## config.mk

```make
export PLATFORM = sky130hd
export DESIGN_NAME = edd_cfg_regs
export DESIGN_NICKNAME = d
export VERILOG_FILES = /design/src/design/edd_pkg.sv /design/src/design/edd_cfg_regs.sv
export SDC_FILE = /design/constraint.sdc
export NUM_CORES = 1
export LEC_CHECK = 0
export BUFFER_PORTS_ARGS = -buffer_cell sky130_fd_sc_hd__buf_2
export CAP_MARGIN = 20
export CORE_MARGIN = 5
export CORE_UTILIZATION = 37
export DETAILED_ROUTE_END_ITERATION = 8
export HOLD_SLACK_MARGIN = 0.1
export PLACE_DENSITY = 0.76
export SKIP_CTS_REPAIR_TIMING = 1
export SLEW_MARGIN = 20
export SYNTH_ARGS = -nofsm -noshare
export SYNTH_HDL_FRONTEND = slang
export SYNTH_SLANG_ARGS = --single-unit
```

## constraint.sdc

```tcl
create_clock -name clk -period 1.05 [get_ports clk]
set_input_delay 0.1575 -clock clk [delete_from_list [all_inputs] [get_ports clk]]
set_output_delay 0.1575 -clock clk [all_outputs]
set_load 0.05 [all_outputs]
```

## src/design/edd_pkg.sv

```systemverilog
package edd_pkg;

  // Largest supported row length and the line store that follows from it.
  localparam int unsigned MAX_WIDTH = 4096;
  localparam int unsigned LS_AW     = $clog2(MAX_WIDTH);
  localparam int unsigned LS_CW     = LS_AW + 1;

  // Field and state widths.
  localparam int unsigned SAMPLE_W = 18;
  localparam int unsigned ERR_W    = 13;
  localparam int unsigned COL_W    = 12;
  localparam int unsigned ROW_W    = 16;
  localparam int unsigned LWID_W   = 13;
  localparam int unsigned LEVEL_W  = 8;
  localparam int unsigned X_W      = 24;
  localparam int unsigned Q_W      = 13;
  localparam int unsigned PROD_W   = 16;

  // Configuration port.
  localparam int unsigned PADDR_W = 4;
  localparam int unsigned PDATA_W = 32;

  typedef enum logic [1:0] {
    REG_DITHER_ENABLE = 2'd0,
    REG_LINE_WIDTH    = 2'd1,
    REG_ROW_COUNT     = 2'd2
  } reg_idx_t;

  localparam logic [LWID_W-1:0] LINE_WIDTH_RST = LWID_W'(640);
  localparam logic [ROW_W-1:0]  ROW_COUNT_RST  = ROW_W'(480);

  typedef struct packed {
    logic              dither_enable;
    logic [LWID_W-1:0] line_width;
    logic [ROW_W-1:0]  row_count;
  } cfg_t;

  // One pixel held in the working stage.
  typedef struct packed {
    logic signed [SAMPLE_W-1:0] sample;
    logic [COL_W-1:0]           col;
    logic                       row_nz;
    logic                       last_col;
    logic                       last_row;
    logic                       dith;
  } pix_t;

  // Write request into the line store.
  typedef struct packed {
    logic                    we;
    logic [LS_AW-1:0]        addr;
    logic signed [ERR_W-1:0] data;
  } ls_wr_t;

  // k*e/16 rounded to the nearest 1/4096 level, halves towards plus infinity.
  function automatic logic signed [ERR_W-1:0] share16(input logic signed [PROD_W-1:0] v);
    logic signed [PROD_W-1:0] t;
    t = v + PROD_W'(8);
    return ERR_W'(t >>> 4);
  endfunction

endpackage

```

## src/design/edd_cfg_regs.sv

```systemverilog
module edd_cfg_regs (
  input  logic                           clk,
  input  logic                           rst_n,
  input  logic                           cfg_psel,
  input  logic                           cfg_penable,
  input  logic                           cfg_pwrite,
  input  logic [edd_pkg::PADDR_W-1:0]    cfg_paddr,
  input  logic [edd_pkg::PDATA_W-1:0]    cfg_pwdata,
  output logic [edd_pkg::PDATA_W-1:0]    cfg_prdata,
  output logic                           cfg_pready,
  output edd_pkg::cfg_t                  cfg
);
  import edd_pkg::*;

  logic     wr_en;
  reg_idx_t idx;
  cfg_t     cfg_r;

  assign cfg_pready = 1'b1;
  assign wr_en      = cfg_psel && cfg_penable && cfg_pwrite;
  assign idx        = reg_idx_t'(cfg_paddr[PADDR_W-1:2]);
  assign cfg        = cfg_r;

  always_ff @(posedge clk) begin
    if (!rst_n) begin
      cfg_r.dither_enable <= 1'b0;
      cfg_r.line_width    <= LINE_WIDTH_RST;
      cfg_r.row_count     <= ROW_COUNT_RST;
    end else if (wr_en) begin
      unique case (idx)
        REG_DITHER_ENABLE: cfg_r.dither_enable <= cfg_pwdata[0];
        REG_LINE_WIDTH:    cfg_r.line_width    <= cfg_pwdata[LWID_W-1:0];
        REG_ROW_COUNT:     cfg_r.row_count     <= cfg_pwdata[ROW_W-1:0];
        default: ;
      endcase
    end
  end

  always_comb begin
    unique case (idx)
      REG_DITHER_ENABLE: cfg_prdata = PDATA_W'(cfg_r.dither_enable);
      REG_LINE_WIDTH:    cfg_prdata = PDATA_W'(cfg_r.line_width);
      REG_ROW_COUNT:     cfg_prdata = PDATA_W'(cfg_r.row_count);
      default:           cfg_prdata = '0;
    endcase
  end

endmodule

```

# After elaboration in Yosys (flattened, before gate mapping)
# Cells that the tools add are included.
[totals]
mem_bits_ro = 0
latchBits = 0
ff_bits = 30
ramBits = 0
input_bits = 41
n_memories = 0
[classes]
n_eq_ne = 2
bitwise_logic = 0
mul = 0
order_cmp = 0
n_reduce_logical = 6
n_mux = 1
n_div = 0
n_addsub = 0
shift = 0
[op_table]
columns = ["op", "count"]
rows = [
  ["case mux 16 bit (3 select lines)", 1],
  ["AND reduction 2 bit", 3],
  ["== test 2 x 1 -> 1 bit (second input constant)", 1],
  ["== test 2 bit (second input constant)", 1],
  ["logical AND 1 bit", 2],
  ["zero test 2 bit", 1],
]

# Logic depth before layout (Yosys ltp)
[logic_depth]
word_depth = 3
mapped_depth = 6

# Worst setup path before layout
# No wires, ideal clock.
[synth_timing]
path_type = "register to output"
startpoint = "register cfg_r, in the netlist cfg[0]"
endpoint = "output port cfg_prdata[0] (netlist bit)"
arrival_ns = 1.870
t_required_ns = 0.892
path_slack_ns = -0.978
path_stages_with_launch = 3
path_buffers = 0
cell_sequence = "dfxtp_1 > mux2i_1 > o21ai_0"
[synth_between]
elab_chain_cells = 1
[synth_rtl]
columns = ["item", "line_no", "source"]
rows = [
  ["from (decl)", "edd_cfg_regs.sv:17", "cfg_t cfg_r;"],
  ["case mux 16 bit (3 select lines)", "edd_cfg_regs.sv:40", "unique case (idx)"],
  ["to (decl)", "edd_cfg_regs.sv:9", "output logic [edd_pkg::PDATA_W-1:0] cfg_prdata,"],
]
# No other way between the ends.

# Final worst setup path
[layout_timing]
startpoint = "input port cfg_paddr[3] (netlist bit)"
endpoint = "output port cfg_prdata[1] (netlist bit)"
[layout_between]
elab_chain_cells = 2
[layout_rtl]
columns = ["item", "line_no", "source"]
rows = [
  ["from (decl)", "edd_cfg_regs.sv:7", "input logic [edd_pkg::PADDR_W-1:0] cfg_paddr,"],
  ["== test 2 bit, or another cell as far along", "edd_cfg_regs.sv:40", ""],
  ["case mux 16 bit (3 select lines) *", "edd_cfg_regs.sv:40", ""],
]
# Every way passes the cells marked *; elsewhere a longest branch is shown, timed or not.

==> impl_metrics.env <==
export IMPL_outcome="finished with violations"
export IMPL_violations="setup timing"
export IMPL_diodes=0
export IMPL_area_delta_synth_final_pct=67.7
export IMPL_grt_max_degree=22
export IMPL_setup_viol=16
export IMPL_dp_hpwl_um=2960
export IMPL_synth_seq_area_share=0.397
export IMPL_required_ns=0.89
export IMPL_rrSetupSlack_ns=0.30
export IMPL_cts_buffers_inserted=5
export IMPL_crit_path_frequent_cell="buf_8"
export IMPL_grt_first_pass_wirelength_um=5710
export IMPL_dp_cells=289
export IMPL_crit_path_cell_trace="buf_8 -> and2b_4 -> clkbuf_16 -> a22o_4 -> buf_8"
export IMPL_ys_types=25
export IMPL_first_pass_iters=4
export IMPL_clk_pin_slew_ns=0.06
export IMPL_worstHoldStart="cfg_pwdata[9]"
export IMPL_slowest_delay_ns=0.25
export IMPL_largest_register_ffs=30
export IMPL_fp_dieW_um=73.9
export IMPL_die_h_um=73.9
export IMPL_p_leak_uw=0.00120
export IMPL_max_cap_violations=0
export IMPL_reg2reg_depth=3
export IMPL_antenna_found_initial=0
export IMPL_clock_root_buffer="clkbuf_8"
export IMPL_fin_ws_ns=-0.128
export IMPL_fill_cells=334
export IMPL_rsz0062_at_grt="yes"
export IMPL_cp_max_fo=5
export IMPL_ys_seq_elements=30
export IMPL_finalCritPeriodShare=1.12
export IMPL_crit_path_start_kind="primary input"
export IMPL_holdWs_ns=0.137
export IMPL_synth_top_cell_by_area="dfxtp_1"
export IMPL_dr_total_vias=1391
export IMPL_p_total_uw=2680
export IMPL_synth_avg_cell_area_um2=9.06
export IMPL_yosysWarnings=0
export IMPL_syn_inst=167
export IMPL_reg2reg_to="cfg[7]"
export IMPL_endpoint="cfg_prdata[1]"
export IMPL_cp_arrival_ns=1.02
export IMPL_drc=0
export IMPL_ir_worst_vdd_mv=0.560
export IMPL_drv_slew=0
export IMPL_core_um2=3970
export IMPL_worstSetupPathType="primary input to primary output"
export IMPL_die_area_um2=5470
export IMPL_ant_nets=0
export IMPL_r2r_start="cfg[7]"
export IMPL_slowest_stage="a22o_4"
export IMPL_wl_um=4260
export IMPL_rows=23
export IMPL_fin_skew_ns=0
export IMPL_netlist_area_um2=1510
export IMPL_gp_congestion=0.751
export IMPL_initial_core_util=0.381
export IMPL_drive_above_1_share=0.604
export IMPL_grt_overflow=0
export IMPL_grt_usage=0.136
export IMPL_fin_crit_ns=1.18
export IMPL_clock_path_buffers=2
export IMPL_final_area_um2=2540
export IMPL_grt_pass1_vias=1260
export IMPL_fmax_ghz=0.849
export IMPL_hold_viol=0
export IMPL_post_layout_nonfiller_instances=300
export IMPL_cts_tree="done"
export IMPL_fin_nets=292
export IMPL_placed_area_um2=2100
export IMPL_port_buffers=68
export IMPL_wire_per_inst_um=14.2
export IMPL_endpoint_kind="primary output"
export IMPL_yosys_top_cells_area="dfxtp_1, mux2i_1, nand2_1"
export IMPL_dp_slack_ns=-0.235
export IMPL_htreeDepth=2
export IMPL_drtIter0Drc=35
export IMPL_insertion_delay_ns=0.27
export IMPL_post_drt_via_cell_ratio=4.64
export IMPL_io_pins=104
export IMPL_cellPowerDensity_nw_per_um2=1060
export IMPL_cts_sinks=30
export IMPL_yosysTopAreaCellShare=0.397
export IMPL_worstSetupStartpoint="cfg_paddr[3]"
export IMPL_min_path_type="primary input to flip-flop"
-- synth_stat cells --
cell / count
o21ai_0: 2
nand2_1: 40
o211ai_1: 1
o41ai_1: 1
a21oi_1: 2
buf_1: 1
a22o_1: 12
o211ai_2: 3
buf_6: 3
nor2_2: 1
buf_2: 4
buf_4: 17
nand2b_1: 2
nand3_1: 4
nor2b_1: 2
o311ai_0: 1
mux2i_1: 25
and2_4: 1
and3_4: 1
clkbuf_1: 3
dfxtp_1: 30
conb_1: 2
and2b_1: 2
inv_1: 4
and2_1: 3
-- placed cells by master (no fill, tap or decap), types with 2 or more instances in the layout --
cell type	count
buf_6	7
nand2b_1	2
clkbuf_16	2
inv_1	4
o211ai_2	3
dfxtp_2	30
clkbuf_8	6
buf_12	5
conb_1	17
clkbuf_4	28
a21oi_1	2
buf_4	12
nand3_1	4
and2_4	4
nor2b_1	2
mux2i_1	24
nand2_1	40
buf_8	14
buf_2	22
a22o_4	12
-- how the worst min path moves through the flow --
stage                          to  cells after the start
after floorplan           cfg[29]                      1
after global placement    cfg[15]                      3
after detailed placement  cfg[15]                      3
after CTS                 cfg[15]                      3
after global routing      cfg[14]                      3
final                      cfg[9]                      3
-- final cells by class --
cell class | count | area, um2 | share of cell area
Sequential cell | 30 | 638 | 0.252
Inverter | 4 | 15.0 | 0.00592
Multi-Input combinational cell | 120 | 888 | 0.350
Tap cell | 50 | 62.6 | 0.0247
Timing Repair Buffer | 90 | 850 | 0.335
Clock buffer | 6 | 82.6 | 0.0326
-- routing by layer --
metal	routed length [um]	track usage	share of wire
met4	16	0.0483	0.0038
met5	0	0	0
met3	338	0.0459	0.079
met1	1670	0.168	0.39
met2	2230	0.222	0.52
-- where the power goes --
part | leakage, uW | switching, uW | total [uW] | internal (uW)
Sequential | 0.000252 | 15.0 | 1170 | 1160
Combinational | 0.000901 | 398 | 623 | 226
Clock | 0.0000431 | 379 | 883 | 504
-- through the flow --
| step | util | TNS (ns) |
|---|---|---|
| floorplan | - | -0.150 |
| global placement | 0.530 | -6.63 |
| detailed placement | 0.530 | -7.46 |
| CTS | 0.550 | -3.17 |
| global route | 0.639 | -2.28 |
| finish | 0.639 | -1.85 |
-- critical path: cells and delay by family --
| family | cells | cell delay, ns |
|---|---|---|
| AO/OA/AOI/OAI | 1 | 0.25 |
| buffers and inverters | 3 | 0.41 |
| AND/OR/NAND/NOR | 1 | 0.19 |
-- logic make-up after synthesis --
kind of cell           synth area share
and+or+nand+nor                   0.169
AOI/OAI and AO/OA                 0.124
muxes                             0.165
buffers and inverters             0.140
DFF                               0.397
other                           0.00496
(Power assumes the default switching activity.)
