### src/design/edd_pkg.sv
package edd_pkg;

  // Largest supported row length and the line store that follows from it.
  localparam int unsigned MAX_WIDTH = 4096;
  localparam int unsigned LS_AW     = $clog2(MAX_WIDTH);
  localparam int unsigned LS_CW     = LS_AW + 1;

  // Field and state widths.
  localparam int unsigned SAMPLE_W = 18;
  localparam int unsigned ERR_W    = 13;
  localparam int unsigned COL_W    = 12;
  localparam int unsigned ROW_W    = 16;
  localparam int unsigned LWID_W   = 13;
  localparam int unsigned LEVEL_W  = 8;
  localparam int unsigned X_W      = 24;
  localparam int unsigned Q_W      = 13;
  localparam int unsigned PROD_W   = 16;

  // Configuration port.
  localparam int unsigned PADDR_W = 4;
  localparam int unsigned PDATA_W = 32;

  typedef enum logic [1:0] {
    REG_DITHER_ENABLE = 2'd0,
    REG_LINE_WIDTH    = 2'd1,
    REG_ROW_COUNT     = 2'd2
  } reg_idx_t;

  localparam logic [LWID_W-1:0] LINE_WIDTH_RST = LWID_W'(640);
  localparam logic [ROW_W-1:0]  ROW_COUNT_RST  = ROW_W'(480);

  typedef struct packed {
    logic              dither_enable;
    logic [LWID_W-1:0] line_width;
    logic [ROW_W-1:0]  row_count;
  } cfg_t;

  // One pixel held in the working stage.
  typedef struct packed {
    logic signed [SAMPLE_W-1:0] sample;
    logic [COL_W-1:0]           col;
    logic                       row_nz;
    logic                       last_col;
    logic                       last_row;
    logic                       dith;
  } pix_t;

  // Write request into the line store.
  typedef struct packed {
    logic                    we;
    logic [LS_AW-1:0]        addr;
    logic signed [ERR_W-1:0] data;
  } ls_wr_t;

  // k*e/16 rounded to the nearest 1/4096 level, halves towards plus infinity.
  function automatic logic signed [ERR_W-1:0] share16(input logic signed [PROD_W-1:0] v);
    logic signed [PROD_W-1:0] t;
    t = v + PROD_W'(8);
    return ERR_W'(t >>> 4);
  endfunction

endpackage

### src/design/edd_core.sv
module edd_core (
  input  logic                              clk,
  input  logic                              rst_n,
  input  edd_pkg::pix_t                     pix,
  input  logic                              fire,
  input  logic signed [edd_pkg::ERR_W-1:0]  below,
  output logic [edd_pkg::LEVEL_W-1:0]       level,
  output logic                              frame_done,
  output edd_pkg::ls_wr_t                   wr
);
  import edd_pkg::*;

  logic signed [ERR_W-1:0]  right_carry_r;
  logic signed [ERR_W-1:0]  pend_near_r;
  logic signed [ERR_W-1:0]  pend_far_r;
  logic                     defer_v_r;
  logic [LS_AW-1:0]         defer_addr_r;
  logic signed [ERR_W-1:0]  defer_data_r;

  logic                     col_nz;
  logic signed [ERR_W-1:0]  below_eff;
  logic signed [ERR_W-1:0]  rc_eff;
  logic signed [ERR_W-1:0]  pn_eff;
  logic signed [ERR_W-1:0]  pf_eff;
  logic signed [ERR_W:0]    inc;
  logic signed [X_W-1:0]    x;
  logic [11:0]              frac;
  logic                     up;
  logic signed [Q_W-1:0]    q;
  logic signed [ERR_W-1:0]  e;
  logic signed [PROD_W-1:0] e_ext;
  logic                     diffuse;
  logic signed [ERR_W-1:0]  s1, s3, s5, s7;
  logic signed [ERR_W-1:0]  wr_now;
  logic signed [ERR_W-1:0]  near_nxt;

  assign col_nz    = (pix.col != '0);
  assign below_eff = (pix.dith && pix.row_nz) ? below : '0;
  assign rc_eff    = (pix.dith && col_nz) ? right_carry_r : '0;
  assign pn_eff    = col_nz ? pend_near_r : '0;
  assign pf_eff    = col_nz ? pend_far_r : '0;

  assign inc  = (ERR_W+1)'(below_eff) + (ERR_W+1)'(rc_eff);
  assign x    = (X_W'(pix.sample) <<< 4) + X_W'(inc);
  assign frac = x[11:0];
  // Round to nearest, ties to even.
  assign up   = (frac > 12'd2048) || ((frac == 12'd2048) && x[12]);
  assign q    = Q_W'($signed(x[X_W-1:12])) + Q_W'(up);
  assign e    = up ? (ERR_W'(frac) - ERR_W'(4096)) : ERR_W'(frac);

  assign e_ext   = PROD_W'(e);
  assign diffuse = pix.dith && !pix.last_row && col_nz && !pix.last_col;
  assign s1 = diffuse ? share16(e_ext) : '0;
  assign s3 = diffuse ? share16(e_ext * PROD_W'(3)) : '0;
  assign s5 = diffuse ? share16(e_ext * PROD_W'(5)) : '0;
  assign s7 = diffuse ? share16(e_ext * PROD_W'(7)) : '0;

  assign wr_now   = pn_eff + s3;
  assign near_nxt = pf_eff + s5;

  always_comb begin
    if (q < 0) begin
      level = '0;
    end else if (q > Q_W'(255)) begin
      level = '1;
    end else begin
      level = q[LEVEL_W-1:0];
    end
  end

  assign frame_done = pix.last_col && pix.last_row;

  // The pixel on a row's last column has two entries to store; the second goes
  // in the next cycle, when the first pixel of the next row has nothing to write.
  always_comb begin
    if (fire && col_nz) begin
      wr.we   = 1'b1;
      wr.addr = pix.col - COL_W'(1);
      wr.data = wr_now;
    end else begin
      wr.we   = defer_v_r;
      wr.addr = defer_addr_r;
      wr.data = defer_data_r;
    end
  end

  always_ff @(posedge clk) begin
    if (!rst_n) begin
      right_carry_r <= '0;
      pend_near_r   <= '0;
      pend_far_r    <= '0;
      defer_v_r     <= 1'b0;
    end else begin
      defer_v_r <= fire && pix.last_col;
      if (fire) begin
        if (pix.last_col) begin
          right_carry_r <= '0;
          pend_near_r   <= '0;
          pend_far_r    <= '0;
        end else begin
          right_carry_r <= s7;
          pend_near_r   <= near_nxt;
          pend_far_r    <= s1;
        end
      end
    end
  end

  always_ff @(posedge clk) begin
    if (fire && pix.last_col) begin
      defer_addr_r <= pix.col;
      defer_data_r <= near_nxt;
    end
  end

endmodule

### config.mk
export PLATFORM = sky130hd
export DESIGN_NAME = edd_core
export DESIGN_NICKNAME = d
export VERILOG_FILES = /design/src/design/edd_pkg.sv /design/src/design/edd_core.sv
export SDC_FILE = /design/constraint.sdc
export NUM_CORES = 1
export LEC_CHECK = 0
export BUFFER_PORTS_ARGS = -buffer_cell sky130_fd_sc_hd__buf_2
export CELL_PAD_IN_SITES_DETAIL_PLACEMENT = 2
export CELL_PAD_IN_SITES_GLOBAL_PLACEMENT = 2
export CORE_MARGIN = 1
export CORE_UTILIZATION = 38
export DETAILED_ROUTE_END_ITERATION = 8
export PLACE_DENSITY_LB_ADDON = 0.1
export SYNTH_ARGS = -nofsm -noshare
export SYNTH_HDL_FRONTEND = slang
export SYNTH_SLANG_ARGS = --single-unit
export TNS_END_PERCENT = 5
### constraint.sdc
create_clock -name clk -period 10.05 [get_ports clk]
set_clock_uncertainty 0.15 [all_clocks]
set_input_delay 1.005 -clock clk [delete_from_list [all_inputs] [get_ports clk]]
set_output_delay 1.005 -clock clk [all_outputs]
set_load 0.1 [all_outputs]
---- After elaboration in Yosys (flattened, before gate mapping) ----
Cells that the tools add are included.
storage, ports and cells
  input port bits ......................... 50
  RAM bits ................................ 0
  output and inout port bits .............. 35
  register bits ........................... 65
  ROM bits ................................ 0
  memories ................................ 0
  latch bits .............................. 0
  word-level logic and storage cells ...... 52
cells by class
  order comparisons ....................... 3
  reduce and logical (&&, ||, !) cells .... 13
  shift operators ......................... 0
  multiplexer cells ....................... 15
  add/subtract/negate cells ............... 11
  multipliers ............................. 3
  bitwise logic cells ..................... 0
  eq/ne operators ......................... 1
  div/mod/pow operators ................... 0
operator list
  operator                                                                          count
  13-bit two-way mux                                                                12
  16-bit by 5-bit adder with 16-bit output, second input constant                   3
  13-bit by 4-bit multiplier with 16-bit output, second input constant              2
  13-bit adder                                                                      2
  26-bit two-way mux                                                                1
  22-bit by 14-bit adder with 23-bit output                                         1
  13-bit by 3-bit multiplier with 16-bit output, second input constant              1
  8-bit two-way mux                                                                 2
  13-bit by 13-bit adder with 14-bit output                                         1
  13-bit by 5-bit adder with 14-bit output, second input constant                   1
  12-bit by 13-bit subtractor with 13-bit output, second input constant             1
  11-bit by 2-bit adder with 12-bit output                                          1
  12-bit == test, second input constant                                             1
  12-bit greater-than comparator, second input constant                             1
  12-bit by 9-bit greater-than comparator with 1-bit output, second input constant  1
  12-bit by 1-bit less-than comparator with 1-bit output, second input constant     1
  12-bit nonzero test                                                               1
  12-bit by 1-bit subtractor with 12-bit output, second input constant              1
  1-bit logical AND                                                                 9
  1-bit zero test                                                                   2
  1-bit logical OR                                                                  1

---- Longest topological paths before layout ----
  depth in word-level cells ............... 14
  mapped depth ............................ 37
  mapped depth without buffers ............ 36

---- Least setup slack after synthesis ----
OpenSTA, ideal clock, no wires.
  path kind ............................... input to output
  start point ............................. input port pix[4] (netlist bit)
  end point ............................... output port wr[11] (netlist bit)
  path buffers ............................ 2
  path slack .............................. -947 ps
  cell stages on the path ................. 32
  arrival ................................. 9842 ps
  data required time ...................... 8895 ps
  path through ............................ inv_1 ha_1 nand4_2 or3_2 or3_1 buf_6 clkbuf_1 and3_1 ha_1 inv_1 fa_1 nand2b_1 a21oi_1 a21o_1 a21oi_1 xnor2_2 ha_1 nand4_1 nor2_1 mux2i_4 inv_1 fa_1 ha_1 xnor2_1 nor2_1 ha_1 and2_1 a31oi_1 o21ai_0 o41ai_1 xor2_1 o21ai_0
RTL lines
  element      line           text
  from (decl)  edd_core.sv:4  input edd_pkg::pix_t pix,
  to (decl)    edd_core.sv:9  output edd_pkg::ls_wr_t wr

==> run_results.csv <==
group,metric,value,unit
yosys,yosysUniqueCellTypes,75,
floorplan,core_area,21900,sq um
cells_and_area,areaGrowthSynthToFinish,15.1,%
sta,grt_setup_unrepaired,"no",
drt,vias,7391,
power_and_ir_drop,ir_drop,0.102,mV
drt,route.detailed.drc,0,
yosys,ys.flop_type,"dfxtp_1",
global_route,grt_pass1_wl,41.8,mm
clocking,clock_path_buffers,2,
sta,hold_viol_final,0,
outcome,status,"completed",
yosys,synth_area,8530,sq um
sta,setup-tns-final,0,ps
critical_path,timing.critical_path.mode_cell,"ha_1",
global_route,grt_use_total,22.2,%
sta,slew_violations,0,
critical_path,worstPathArrival,8450,ps
sta,period_share,95.6,%
drt,via_per_inst,5.46,
yosys,yosys_warnings,0,
global_route,grt-ovfl-total,0,
clocking,worstSkewPairLatency,350,ps
sta,relSlewSlack,44.1,%
clocking,cts.sinks,61,
clocking,cts-buffers-inserted,9,
yosys,ys_ff_latch,61,
yosys,synth-edff-count,25,
power_and_ir_drop,p_leak,4.78,nW
global_route,antenna_found_initial,0,
cells_and_area,final_nets,1302,
critical_path,cp-start-kind,"input pin",
cells_and_area,final_cells,1354,
placement,hpwl,19.9,mm
sta,tightest_slew,839,ps
drt,wirelength,24.7,mm
critical_path,rr_worst_depth,28,
floorplan,die_height,152,um
critical_path,worstSetupStartpoint,"pix[4]",
critical_path,worstPathRequired,8900,ps
placement,place.gp.congestion,0.785,
yosys,syn_area_per_cell,8.68,sq um
placement,preCtsSetupSlack,-165,ps
floorplan,rows,54,
power_and_ir_drop,power-per-cell-area,229,nW/um^2
critical_path,cpMaxStageDelayCell,"or3_2",
cells_and_area,num-fill-cells,2496,
critical_path,worstPathMaxFanout,7,
placement,dp.cells,1338,
critical_path,reg2reg_to,"pend_near_r[12]$_SDFFE_PN0P_",
placement,port_buffers,84,
global_route,grt_max_degree,49,
floorplan,ios,85,
job,drv_cap,0,
clocking,ctsHoldBuffers,0,
yosys,synth.yosys.seq_area_share,17.2,%
clocking,h-tree-depth,3,
yosys,synthCells,983,
cells_and_area,fin_area,9820,sq um
floorplan,start_util,39.0,%
sta,period_minus_slack,9610,ps
sta,report.final.setup_viol,0,
sta,max_freq,104,MHz
sta,setup_ws,441,ps
clocking,path_clk_slew,70,ps
critical_path,critical_path.max_stage_delay,470,ps
critical_path,path_class,"input pin to primary output",
floorplan,die_w,152,um
yosys,synthesis.nets,1216,
drt,drt_iter0_drc,157,
floorplan,die_area,23100,sq um
clocking,cts_root_buf,"clkbuf_16",
cells_and_area,num_antenna_cells,0,
drt,routedWlPerCell,18.3,um
cells_and_area,drive_gt1_share,16.0,%
critical_path,critPathCapture,"wr[12]",
clocking,cts_tree,"built",
critical_path,ff2ff_setup_slack,3230,ps
worst_hold_path,hp-class,"register to register",
critical_path,cp-end-kind,"primary output",
sta,hold_slack,324,ps
drt,dr.pass1.iters,4,
clocking,post_cts_buffers,0,
yosys,ys_async_sr_fraction,0,%
placement,placed_area,9420,sq um
drt,detail-route-antenna-nets,0,
critical_path,r2r-start,"right_carry_r[4]$_SDFFE_PN0P_",
global_route,grt_pass1_vias,8223,
==> critical path, delay by kind of cell <==
| kind | cells | cell delay (ps) |
|---|---|---|
| muxes | 1 | 270 |
| adders and majority gates | 8 | 2380 |
| AOI/OAI and AO/OA | 6 | 1080 |
| and+or+nand+nor | 12 | 2450 |
| xor gates and xnor gates | 3 | 580 |
| buffers and inverters | 5 | 700 |
==> power by group <==
group	internal [mW]	total, mW	switching (mW)
clock	0.193	0.334	0.141
sequential	0.278	0.285	0.00640
combinational	0.628	1.63	0.998
==> placed cells by master (no fill, tap or decap), drive strengths merged, types with 5 or more instances in the layout <==
cell type  netlist  final
and2            46     46
xor2            35     35
nor2            61     61
o21bai          15     15
a22oi           10     10
a21o            26     26
buf              6    110
and3            31     31
nand4            9      9
ha             146    146
nand2           67     67
nand3           27     27
a21boi           9      9
o41ai            6      6
fa              37     37
dfxtp           36     36
clkinv           1      5
mux2i            7      7
clkbuf          29      9
a31oi            5      5
or3              5      5
a21oi           55     55
edfxtp          25     25
nor2b           16     16
o2bb2ai         13     13
o21ai           42     42
xnor2           51     51
a211oi          11     11
nand2b           5      5
a31o             5      5
inv             79     79
nor3            16     16
==> cells by family (layout without fill, tap and decap cells) <==
family                     count (synthesis)  after routing  synth area share, %
and+or+nand+nor                          303            303                 18.5
AOI/OAI and AO/OA                        224            224                 18.2
adders and majority gates                183            183                 30.1
buffers and inverters                    115            206                 5.31
xor gates and xnor gates                  87             87                 9.18
DFF                                       61             61                 17.2
muxes                                     10             10                 1.41
==> state kept, by name, summed over array words and instances (netlist names) <==
name	count
defer_data_r	13
defer_v_r	1
defer_addr_r	12
right_carry_r	12
pend_near_r	13
pend_far_r	10
==> worst min-delay path by stage <==
stage                                                to                          start  depth (start not counted)
final                     right_carry_r[7]$_SDFFE_PN0P_  right_carry_r[7]$_SDFFE_PN0P_                          2
after CTS                 right_carry_r[7]$_SDFFE_PN0P_  right_carry_r[7]$_SDFFE_PN0P_                          2
after global placement    right_carry_r[3]$_SDFFE_PN0P_  right_carry_r[3]$_SDFFE_PN0P_                          2
after global routing      right_carry_r[8]$_SDFFE_PN0P_  right_carry_r[8]$_SDFFE_PN0P_                          1
after detailed placement  right_carry_r[7]$_SDFFE_PN0P_  right_carry_r[7]$_SDFFE_PN0P_                          2
after floorplan              pend_far_r[0]$_SDFFE_PN0P_     pend_far_r[0]$_SDFFE_PN0P_                          2
==> routing by layer <==
| metal | wire length (um) | track usage (%) | share of wire [%] | vias up |
|---|---|---|---|---|
| met5 | 0 | 0 | 0 | - |
| met4 | 291 | 5.24 | 1.2 | 0 |
| met3 | 476 | 2.17 | 1.9 | 21 |
| met2 | 12700 | 41.2 | 51 | 94 |
| met1 | 11200 | 27.4 | 45 | 3640 |
| li1 | - | - | - | 3636 |
==> per-stage QoR <==
stage | utilization (%) | total power [mW]
4_1_cts | 44.5 | 2.26
5_1_grt | 44.9 | 2.44
6_report | 44.9 | 2.24
3_5_place_dp | 43.0 | 1.89
2_1_floorplan | - | 1.48
3_3_place_gp | 43.0 | 1.83
==> cells in the mapped netlist (3+ instances only) <==
cell         n  area share [%]
a211o_1      3            0.31
a211oi_1    11            0.97
a21boi_0     9            0.79
a21o_1      26             2.3
a21oi_1     54             3.2
a22oi_1     10            0.88
a31o_2       5            0.51
a31oi_1      4            0.29
a32o_1       3            0.35
and2_1      46             3.4
and3_1      31             2.3
and4_1       3            0.31
buf_2        4            0.23
clkbuf_1    28             1.2
dfxtp_1     36             8.4
edfxtp_1    25             8.8
fa_1        37             8.7
ha_1       146              21
inv_1       79             3.5
mux2_2       3            0.40
mux2i_1      5            0.59
nand2_1     66             2.9
nand2b_1     5            0.37
nand3_1     27             1.6
nand4_1      8            0.59
nand4b_1     3            0.31
nor2_1      60             2.6
nor2b_1     16             1.2
nor3_1      15            0.88
nor3b_1      3            0.26
nor4bb_1     3            0.35
o21a_1       3            0.26
o21ai_0     37             2.2
o21ai_1      3            0.18
o21bai_1    15             1.3
o2bb2ai_1   13             1.3
o41ai_1      6            0.62
or3_1        4            0.29
xnor2_1     50             5.1
xor2_1      35             3.6
==> layout make-up <==
type | count | area, sq um | area share (%)
clock buffers | 9 | 225 | 2.29
well taps | 280 | 350 | 3.57
repair buffers | 110 | 693 | 7.06
inverters | 80 | 300 | 3.06
clock inverters | 7 | 76.3 | 0.777
flip-flops and latches | 61 | 1470 | 15.0
multi-input cells | 807 | 6710 | 68.3
==> what timing repair did <==
item                                    CTS  global route
gates resized for setup                   5            19
pin swaps                                 0             1
endpoints found under the setup margin    1             2
gates cloned                              0             0
Note: power is estimated with default switching activity, not from simulation.
